**src/design/i2p_pkg.sv**
```systemverilog
`timescale 1ns / 1ps
// Shared constants, types and helper functions of the infix to postfix converter.
package i2p_pkg;

  // Operator stack geometry
  localparam int STACK_DEPTH = 32;
  localparam int ADDR_W      = $clog2(STACK_DEPTH);
  localparam int CNT_W       = $clog2(STACK_DEPTH + 1);
  localparam int CHAR_W      = 8;

  // Characters with a meaning of their own
  localparam logic [CHAR_W-1:0] CH_PLUS  = 8'h2B;
  localparam logic [CHAR_W-1:0] CH_MINUS = 8'h2D;
  localparam logic [CHAR_W-1:0] CH_STAR  = 8'h2A;
  localparam logic [CHAR_W-1:0] CH_SLASH = 8'h2F;
  localparam logic [CHAR_W-1:0] CH_OPEN  = 8'h28;
  localparam logic [CHAR_W-1:0] CH_CLOSE = 8'h29;
  localparam logic [CHAR_W-1:0] CH_NONE  = 8'h00;

  // Result status codes
  typedef enum logic [1:0] {
    ST_OK        = 2'd0,
    ST_OVERFLOW  = 2'd1,
    ST_UNMATCHED = 2'd2
  } status_t;

  // Operator precedence levels
  localparam logic [1:0] RANK_NONE = 2'd0;
  localparam logic [1:0] RANK_ADD  = 2'd1;
  localparam logic [1:0] RANK_MUL  = 2'd2;

  // What the stack loop is doing for the current request
  typedef enum logic [1:0] {
    MODE_OP    = 2'd0,
    MODE_CLOSE = 2'd1,
    MODE_FLUSH = 2'd2
  } mode_t;

  // One result as it sits in the hold or output register
  typedef struct packed {
    logic [CHAR_W-1:0] out_char;
    logic              has_char;
    status_t           status;
  } result_t;

  // Precedence of a character; parentheses and operands rank lowest
  function automatic logic [1:0] rank_of(input logic [CHAR_W-1:0] c);
    logic [1:0] r;
    r = RANK_NONE;
    if (c == CH_STAR || c == CH_SLASH) begin
      r = RANK_MUL;
    end else if (c == CH_PLUS || c == CH_MINUS) begin
      r = RANK_ADD;
    end
    return r;
  endfunction

  function automatic logic is_binop(input logic [CHAR_W-1:0] c);
    return (c == CH_PLUS) || (c == CH_MINUS) || (c == CH_STAR) || (c == CH_SLASH);
  endfunction

endpackage

```
**src/design/i2p_ram.sv**
```systemverilog
`timescale 1ns / 1ps
// Generic single-port-write, single-port-read RAM with registered read data.
module i2p_ram #(
  parameter int WIDTH = 8,
  parameter int DEPTH = 32
) (
  input  logic                     clk,
  input  logic                     wr_en,
  input  logic [$clog2(DEPTH)-1:0] wr_addr,
  input  logic [WIDTH-1:0]         wr_data,
  input  logic                     rd_en,
  input  logic [$clog2(DEPTH)-1:0] rd_addr,
  output logic [WIDTH-1:0]         rd_data
);

  logic [WIDTH-1:0] mem [DEPTH];

  // Write port
  always_ff @(posedge clk) begin
    if (wr_en) begin
      mem[wr_addr] <= wr_data;
    end
  end

  // Registered read; data holds while rd_en is low
  always_ff @(posedge clk) begin
    if (rd_en) begin
      rd_data <= mem[rd_addr];
    end
  end

endmodule

```
**src/design/infix_to_postfix_converter.sv**
```systemverilog
`timescale 1ns / 1ps
// Top level of the shunting-yard infix to postfix converter.

// Takes one infix ASCII character per request and returns postfix results
// through an operator stack held in a 32-entry synchronous RAM. One request is
// worked on at a time: a plain operand is accepted, emitted and closed, and
// every stack pop first issues the read of the top and then evaluates it, as
// the stack RAM has registered read data. A request marked end_of_expr then
// flushes the stack, popping each entry in the same way. Each result passes
// through a one-deep hold register so that the final result of an expression
// can be tagged with last; it leaves that register when the next result of the
// same request arrives or when the request closes. A full stack drops the push
// and reports overflow; a closing parenthesis without its opening one reports
// an unmatched parenthesis. No clearing pass is needed: only entries below the
// stack count are ever read.
module infix_to_postfix_converter (
  input  logic       clk,
  input  logic       rst,
  // request channel
  input  logic       in_valid,
  output logic       in_ready,
  input  logic [7:0] ch,
  input  logic       end_of_expr,
  // result channel
  output logic       out_valid,
  input  logic       out_ready,
  output logic [7:0] out_char,
  output logic       has_char,
  output logic       last,
  output logic [1:0] status
);

  typedef enum logic [6:0] {
    S_IDLE = 7'b0000001,
    S_READ = 7'b0000010,
    S_EVAL = 7'b0000100,
    S_PUSH = 7'b0001000,
    S_EMIT = 7'b0010000,
    S_FLAG = 7'b0100000,
    S_DONE = 7'b1000000
  } state_t;

  state_t                             state, state_next;
  i2p_pkg::mode_t                     mode, mode_next;
  logic [i2p_pkg::CNT_W-1:0]          count, count_next;
  logic [i2p_pkg::CHAR_W-1:0]         cur_char;
  logic                               cur_fin;
  i2p_pkg::status_t                   flag_status, flag_status_next;

  // Hold and output registers
  logic                               pend_valid;
  i2p_pkg::result_t                   pend;
  i2p_pkg::result_t                   out_res;
  logic                               out_last;

  // Stack RAM ports
  logic                               wr_en;
  logic [i2p_pkg::ADDR_W-1:0]         wr_addr;
  logic                               rd_en;
  logic [i2p_pkg::ADDR_W-1:0]         rd_addr;
  logic [i2p_pkg::CHAR_W-1:0]         top;

  // Emission into the hold register
  logic                               out_free;
  logic                               can_emit;
  logic                               emit_fire;
  i2p_pkg::result_t                   emit_res;
  logic                               close_fire;
  logic                               close_bare;
  logic                               stack_empty;
  logic                               stack_full;
  logic                               pop_ok;

  i2p_ram #(
    .WIDTH (i2p_pkg::CHAR_W),
    .DEPTH (i2p_pkg::STACK_DEPTH)
  ) u_stack (
    .clk     (clk),
    .wr_en   (wr_en),
    .wr_addr (wr_addr),
    .wr_data (cur_char),
    .rd_en   (rd_en),
    .rd_addr (rd_addr),
    .rd_data (top)
  );

  assign in_ready    = (state == S_IDLE);
  assign out_free    = !out_valid || out_ready;
  assign can_emit    = !pend_valid || out_free;
  assign stack_empty = (count == '0);
  assign stack_full  = (count == i2p_pkg::CNT_W'(i2p_pkg::STACK_DEPTH));
  assign wr_addr     = count[i2p_pkg::ADDR_W-1:0];
  assign rd_addr     = i2p_pkg::ADDR_W'(count - i2p_pkg::CNT_W'(1));
  assign pop_ok      = (i2p_pkg::rank_of(cur_char) <= i2p_pkg::rank_of(top));

  // Sequence one request through the stack
  always_comb begin
    state_next       = state;
    mode_next        = mode;
    count_next       = count;
    flag_status_next = flag_status;
    wr_en            = 1'b0;
    rd_en            = 1'b0;
    emit_fire        = 1'b0;
    emit_res         = '{out_char: top, has_char: 1'b1, status: i2p_pkg::ST_OK};
    close_fire       = 1'b0;
    close_bare       = 1'b0;
    case (state)
      S_IDLE: begin
        if (in_valid) begin
          if (i2p_pkg::is_binop(ch)) begin
            mode_next  = i2p_pkg::MODE_OP;
            state_next = S_READ;
          end else if (ch == i2p_pkg::CH_OPEN) begin
            state_next = S_PUSH;
          end else if (ch == i2p_pkg::CH_CLOSE) begin
            mode_next  = i2p_pkg::MODE_CLOSE;
            state_next = S_READ;
          end else begin
            state_next = S_EMIT;
          end
        end
      end
      S_READ: begin
        if (!stack_empty) begin
          rd_en      = 1'b1;
          state_next = S_EVAL;
        end else begin
          case (mode)
            i2p_pkg::MODE_OP: state_next = S_PUSH;
            i2p_pkg::MODE_CLOSE: begin
              flag_status_next = i2p_pkg::ST_UNMATCHED;
              state_next       = S_FLAG;
            end
            default: state_next = S_DONE;
          endcase
        end
      end
      S_EVAL: begin
        case (mode)
          i2p_pkg::MODE_OP: begin
            if (!pop_ok) begin
              state_next = S_PUSH;
            end else if (can_emit) begin
              emit_fire  = 1'b1;
              count_next = count - i2p_pkg::CNT_W'(1);
              state_next = S_READ;
            end
          end
          i2p_pkg::MODE_CLOSE: begin
            if (top == i2p_pkg::CH_OPEN) begin
              // discard the matching opening parenthesis
              count_next = count - i2p_pkg::CNT_W'(1);
              mode_next  = i2p_pkg::MODE_FLUSH;
              state_next = cur_fin ? S_READ : S_DONE;
            end else if (can_emit) begin
              emit_fire  = 1'b1;
              count_next = count - i2p_pkg::CNT_W'(1);
              state_next = S_READ;
            end
          end
          default: begin
            if (can_emit) begin
              emit_fire  = 1'b1;
              count_next = count - i2p_pkg::CNT_W'(1);
              state_next = S_READ;
            end
          end
        endcase
      end
      S_PUSH: begin
        if (stack_full) begin
          flag_status_next = i2p_pkg::ST_OVERFLOW;
          state_next       = S_FLAG;
        end else begin
          wr_en      = 1'b1;
          count_next = count + i2p_pkg::CNT_W'(1);
          mode_next  = i2p_pkg::MODE_FLUSH;
          state_next = cur_fin ? S_READ : S_DONE;
        end
      end
      S_EMIT: begin
        emit_res = '{out_char: cur_char, has_char: 1'b1, status: i2p_pkg::ST_OK};
        if (can_emit) begin
          emit_fire  = 1'b1;
          mode_next  = i2p_pkg::MODE_FLUSH;
          state_next = cur_fin ? S_READ : S_DONE;
        end
      end
      S_FLAG: begin
        emit_res = '{out_char: i2p_pkg::CH_NONE, has_char: 1'b0, status: flag_status};
        if (can_emit) begin
          emit_fire  = 1'b1;
          mode_next  = i2p_pkg::MODE_FLUSH;
          state_next = cur_fin ? S_READ : S_DONE;
        end
      end
      S_DONE: begin
        // release the held result, tagged last on an end request
        if (pend_valid || cur_fin) begin
          if (out_free) begin
            close_fire = 1'b1;
            close_bare = !pend_valid;
            state_next = S_IDLE;
          end
        end else begin
          state_next = S_IDLE;
        end
      end
      default: state_next = S_IDLE;
    endcase
  end

  // Control registers
  always_ff @(posedge clk) begin
    if (rst) begin
      state      <= S_IDLE;
      mode       <= i2p_pkg::MODE_OP;
      count      <= '0;
      pend_valid <= 1'b0;
      out_valid  <= 1'b0;
    end else begin
      state <= state_next;
      mode  <= mode_next;
      count <= count_next;
      if (close_fire || (emit_fire && pend_valid)) begin
        out_valid <= 1'b1;
      end else if (out_ready) begin
        out_valid <= 1'b0;
      end
      if (emit_fire) begin
        pend_valid <= 1'b1;
      end else if (close_fire) begin
        pend_valid <= 1'b0;
      end
    end
  end

  // Payload registers
  always_ff @(posedge clk) begin
    flag_status <= flag_status_next;
    if (in_valid && in_ready) begin
      cur_char <= ch;
      cur_fin  <= end_of_expr;
    end
    if (emit_fire) begin
      pend <= emit_res;
      if (pend_valid) begin
        out_res  <= pend;
        out_last <= 1'b0;
      end
    end
    if (close_fire) begin
      out_last <= cur_fin;
      if (close_bare) begin
        out_res <= '{out_char: i2p_pkg::CH_NONE, has_char: 1'b0, status: i2p_pkg::ST_OK};
      end else begin
        out_res <= pend;
      end
    end
  end

  assign out_char = out_res.out_char;
  assign has_char = out_res.has_char;
  assign status   = out_res.status;
  assign last     = out_last;

  // The stack count never passes the depth
  a_count_bound: assert property (@(posedge clk) disable iff (rst)
    count <= i2p_pkg::CNT_W'(i2p_pkg::STACK_DEPTH))
    else $error("stack count beyond depth");

  // No push into a full stack, no read of an empty one
  a_no_overflow_write: assert property (@(posedge clk) disable iff (rst)
    wr_en |-> !stack_full)
    else $error("push into full stack");

  a_no_empty_read: assert property (@(posedge clk) disable iff (rst)
    rd_en |-> !stack_empty)
    else $error("read of empty stack");

  // The hold register is drained before a new request is taken
  a_hold_drained: assert property (@(posedge clk) disable iff (rst)
    in_ready |-> !pend_valid)
    else $error("held result left over between requests");

  // An end request closes with an empty stack
  a_flush_empty: assert property (@(posedge clk) disable iff (rst)
    (state == S_DONE && cur_fin) |-> stack_empty)
    else $error("stack not flushed at end of expression");

endmodule

```
**config.mk**
```make
export PLATFORM = sky130hd
export DESIGN_NAME = infix_to_postfix_converter
export DESIGN_NICKNAME = d
export VERILOG_FILES = /design/src/design/i2p_pkg.sv /design/src/design/i2p_ram.sv /design/src/design/infix_to_postfix_converter.sv
export SDC_FILE = /design/constraint.sdc
export NUM_CORES = 1
export LEC_CHECK = 0
export BUFFER_PORTS_ARGS = -buffer_cell sky130_fd_sc_hd__buf_2
export CAP_MARGIN = 30
export CORE_ASPECT_RATIO = 1.1
export CORE_MARGIN = 10
export CORE_UTILIZATION = 30
export DETAILED_ROUTE_END_ITERATION = 10
export GPL_ROUTABILITY_DRIVEN = 0
export PLACE_DENSITY = 0.5
export SYNTH_ARGS = -nofsm -noshare
export SYNTH_HDL_FRONTEND = slang
export SYNTH_SLANG_ARGS = --single-unit
```
**constraint.sdc**
```tcl
create_clock -name clk -period 8.7 [get_ports clk]
set_input_delay 0.435 -clock clk [delete_from_list [all_inputs] [get_ports clk]]
set_output_delay 0.435 -clock clk [all_outputs]
set_load 0.01 [all_outputs]
```
==> metrics.txt, run 1 <==
outcome completed; pin count of the biggest net entering global routing 48; core area about 0.042 mm²; switching pwr 0.623 mW; DRT Pass-1 Iters 4; CTS Buffer Depth 3; clock latency on the worst-skew pair 0.57 ns; CTS tree yes; Detail Route Antenna Nets 0; Final Non-Filler Cells about 1300; worst hold margin 0.0435 ns; final net count 769; post-synthesis async set-or-reset flop share 0%; CP required 9.02 ns; Post-CTS Setup Repair Bufs 0; WL/cell 23.1 µm; Worst IR Drop VDD between 0.15 and 0.2 mV; post-layout instance area 0.0151 mm²; global-route wire length before repair 46.2 mm; number of synthesis warnings 0; Post-Syn Area per Cell roughly 19 µm²; Final Hold Viols 0; Tcrit/Tclk final 44.5%; IO buf count 26; htree depth 1; Horiz. Die Dim approximately 220 µm; setup violators final 0; HP Class input pin to flip-flop; P_int 2.47 mW; Hold Crit Depth 1; startpoint types flip-flop; Clock power frac around 43%; Arr. time, crit path ~4.2 ns; Boundary Pins 27; initial core utilization 30.4%; max_cap viols 0; initial drt markers 550; Syn Inst Count 677; Routed WL 30.9 mm; post_cts resized 0; Comb power frac approximately 2.3%; critical path class flip-flop to flip-flop; Lkg Pwr approximately 4.7 nW; Worst Reg-to-Reg Cells 6; placed cells 1281; clock edge transition at the registers on the reported setup and hold paths 0.07 ns; Fill cells 3930; Most used DFF post-synth edfxtp_1; Placed Area approximately 0.014 mm²; placed wire-length estimate roughly 20 mm; skew final 0.0118 ns; Flop pwr share 54.3%; grt ovf 0; clk sinks 315; Fmax 0.258 GHz; fin. max-slew vios 0; layout cells sized above 1 30.1%; EDFF count, synth 298; Fin Setup TNS 0 ns; via count of the routed design 6570; Site Rows 79; initial antenna violation count 0; die height roughly 240 µm; Global Route Usage Sum 11.9%; Final Util about 36%; Total Power 3.10 mW; slew margin rel. 38.1%; vias in the first global route 6802; crit-path max FO 35; RSZ-0062 raised after global routing false; Crit. End Element flip-flop; switching share of power 20.1%; total CTS buffers 31; Setup WS pre-CTS around 4.8 ns; mapped cell area approximately 0.013 mm²; setup ws final 4.83 ns; area grow syn2layout 17.1%; Ant. Diodes 0; sequential share of the synthesized area 72.1%; Residual DRC 0; Worst Tran Pin Value 0.925 ns; Root Driver clkbuf_16; FF+latch count, synth 315; Die ar. 0.0516 mm²; Tmin final about 3.9 ns; Post-CTS Hold Buffers 0; syn_nets between 600 and 700; drt via density 4.90; P per Cell Area 205 mW/mm²; Unique masters post-synth 68
==> worst max-delay path, cell delays in order (launching register included) <==
cell and delay (ns):
dfxtp_4 0.67, inv_1 0.18, ha_2 0.96, buf_4 0.57
mux4_2 0.40, mux4_2 0.51, mux2_2 0.28
==> state kept, by name, indices dropped and copies added, names as in the netlist, 6 cells and up <==
name	cells
cur_char	8
out_char	8
pend	11
u_stack.rd_data	8
count	6
u_stack.mem	256
state	7
==> power by group through the flow <==
stage                     Sequential (mW)  Clock, mW  Combinational [mW]
after floorplan                      1.72          0              0.0255
after global placement               1.73          0              0.0556
after detailed placement             1.72          0              0.0736
after CTS                            1.68       1.37              0.0737
after global routing                 1.68       1.44              0.0789
final                                1.68       1.34              0.0712
==> cell usage after synthesis, types with 9 or more instances <==
master / instances / area (µm²)
inv_1: 11 / 41.3
mux4_2: 80 / 1800
clkbuf_1: 15 / 56.3
nand2_1: 22 / 82.6
nor2b_1: 15 / 93.8
buf_2: 9 / 45.0
nand3_1: 10 / 50.1
a21oi_1: 13 / 65.1
dfxtp_1: 17 / 340
edfxtp_1: 298 / 8950
nor2_1: 51 / 191
==> layer usage <==
metal	global-route usage, %	vias to the layer above	part of all wire (%)
li1	-	2902	-
met1	14.6	3477	41
met2	21.1	143	52
met3	1.66	48	3.8
met4	4.05	0	2.5
met5	0	-	0
==> cell type report <==
type	instances	area [µm²]	area share [%]
sequential	315	9290	61.6
multi-input combinational	322	3450	22.9
clock buffer	41	853	5.66
tap	567	709	4.70
timing repair buffer	67	563	3.73
clock inverter	16	168	1.11
inverter	12	45.0	0.299
==> path summary, 6_finish.rpt <==
kind                       start                  to  slack (ns)
setup / recovery        count[0]  u_stack.rd_data[0]        4.83
hold / removal       end_of_expr             cur_fin        0.04
setup reg to reg        count[0]  u_stack.rd_data[0]        4.83
hold reg to reg   flag_status[1]             pend[1]        0.52
==> logic make-up (layout without fill, tap and decap cells) <==
family | after synthesis | after routing | share of synthesized area, %
xor+xnor | 12 | 12 | 0.816
simple gates | 157 | 157 | 6.82
mux | 91 | 91 | 14.9
buf+inv | 40 | 136 | 1.46
fa+ha+maj | 7 | 7 | 0.680
flops | 315 | 315 | 72.1
compound gates | 55 | 55 | 3.22
==> layout by cell type (no fill, tap or decap), types with 5 or more instances in the layout <==
cell / count
nor3_1: 5
edfxtp_1: 298
buf_2: 26
nor2_1: 51
o21ai_0: 6
a22o_1: 8
clkinv_2: 6
clkbuf_16: 31
xnor2_1: 6
mux4_2: 80
clkbuf_1: 6
dfxtp_1: 16
mux2_2: 8
inv_1: 11
nor2b_1: 15
buf_4: 26
ha_1: 6
nand2_1: 22
buf_6: 10
nand3_1: 10
or3_1: 5
nand2b_1: 8
a21oi_1: 13
No activity file was read; power rests on OpenSTA's default activity.
==> inputs of run 2 (changes only) <==
==> constraint.sdc (replaced) <==
create_clock -name clk -period 3.9 [get_ports clk]
set_input_delay 0.195 -clock clk [delete_from_list [all_inputs] [get_ports clk]]
set_output_delay 0.195 -clock clk [all_outputs]
set_load 0.01 [all_outputs]
==> metrics.txt, run 2 (synthesis results as in run 1) <==
Routed WL 30.1 mm; clock latency on the worst-skew pair between 0.5 and 0.6 ns; drt via density 4.81; CTS Buffer Depth 3; initial antenna violation count 0; Lkg Pwr roughly 4.7 nW; placed wire-length estimate 18.9 mm; Boundary Pins 27; Worst Tran Pin Value 0.983 ns; pin count of the biggest net entering global routing 72; hold path startpoint in_valid; skew final around 0.033 ns; clock edge transition at the registers on the reported setup and hold paths 0.06 ns; startpoint types flip-flop; via count of the routed design between 6000 and 7000; final net count 786; most common cell after layout, fill and taps aside edfxtp_1; Worst Hold End state[0]; Hold Crit Depth 3; fin. max-slew vios 0; Tmin final 3.05 ns; IO buf count 26; Fin Setup TNS 0 ns; setup violators final 0; initial drt markers 421; vias in the first global route around 6900; Crit. End Element flip-flop; slew margin rel. between 30 and 40%; max_cap viols 0; Arr. time, crit path around 3.3 ns; worst r2r src cur_char[7]; crit-path max FO 34; biggest regs u_stack.mem x256, pend x11; layout cells sized above 1 30.1%; Die ar. 0.0516 mm²; number of flip-flops in the largest register 256; RSZ-0062 raised after global routing false; Worst IR Drop VDD between 0.2 and 0.3 mV; Tcrit/Tclk final 78.2%; total CTS buffers 34; critical path class flip-flop to flip-flop; initial core utilization 30.4%; outcome completed; Detail Route Antenna Nets 0; r2r endpoint out_char[4]; DRT Pass-1 Iters 5; Post-CTS Setup Repair Bufs 0; Horiz. Die Dim 218 µm; Final Hold Viols 0; CTS tree yes; Global Route Usage Sum 11.8%; Root Driver clkbuf_16; die height 237 µm; grt ovf 0; HP Class input pin to flip-flop; CP required 4.11 ns; Residual DRC 0; Worst Reg-to-Reg Cells 10; area grow syn2layout 17.9%; htree depth 2; clk sinks 315; P per Cell Area ~470 mW/mm²; most frequent cells in the layout edfxtp_1, mux4_2, nor2_1, buf_4, clkbuf_16; WL/cell roughly 22 µm; Fmax about 0.33 GHz; Site Rows ~80; Biggest register u_stack.mem; core area roughly 0.042 mm²; global-route wire length before repair roughly 45 mm; register-to-register setup slack about 0.85 ns; post_cts resized 0; Final Util 35.8%
-- run 2: power by group --
group / internal (mW) / switching [mW] / total [mW]
Combinational: 0.0467 / 0.120 / 0.167
Clock: 1.85 / 1.31 / 3.16
Sequential: 3.73 / 0.0114 / 3.74
-- run 2: timing repair --
item / 4_1_cts / 5_1_grt
setup endpoints to repair: 0 / 0
hold buffers: 9 / 0
hold endpoints to repair: 9 / 0
-- run 2: cell type report --
cell class                      count  area, µm²
Fill cell                        3961      27200
Sequential cell                   315       9290
Multi-Input combinational cell    322       3430
Clock buffer                       40        893
Tap cell                          567        709
Timing Repair Buffer               81        616
Clock inverter                     22        206
Inverter                           12       45.0
Antenna cell                        1       2.50
-- run 2: worst max-delay path by stage --
stage | start | to | slack [ns] | cells past startpoint
floorplan | cur_char[5] | has_char | 0.40 | 9
global placement | cur_char[7] | out_char[4] | 0.88 | 10
detailed placement | cur_char[7] | out_char[5] | 0.86 | 10
CTS | cur_char[7] | out_char[4] | 0.81 | 10
global route | cur_char[7] | out_char[4] | 0.62 | 10
finish | cur_char[7] | out_char[4] | 0.85 | 10
-- run 2: per-layer routing --
layer  track usage, %  part of all wire [%]
met5                0                     0
met1             14.6                    43
met2             20.2                    51
met4             3.67                   2.1
met3             2.26                   3.7
-- run 2: through the flow --
step	hold WS (ns)	total power [mW]	setup slack, ns	instances	area [µm²]
after global routing	0.0657	7.32	0.622	1359	15200
after global placement	0.378	3.98	0.877	1285	14000
final	0.0534	7.07	0.852	1360	15200
after CTS	0.0340	7.16	0.814	1359	15200
after floorplan	0.294	3.90	0.395	677	12900
after detailed placement	0.376	3.98	0.855	1288	14000
-- run 2: critical path, cell delays in order (launching register included) --
cell      delay (ns)
edfxtp_1        0.37
buf_4           0.26
nor4_1          0.36
and3_1          0.22
ha_1            0.24
nor2b_1         0.14
o211ai_1        0.34
a21boi_0        0.23
nand2b_1        0.20
o21ai_0         0.15
buf_4           0.22
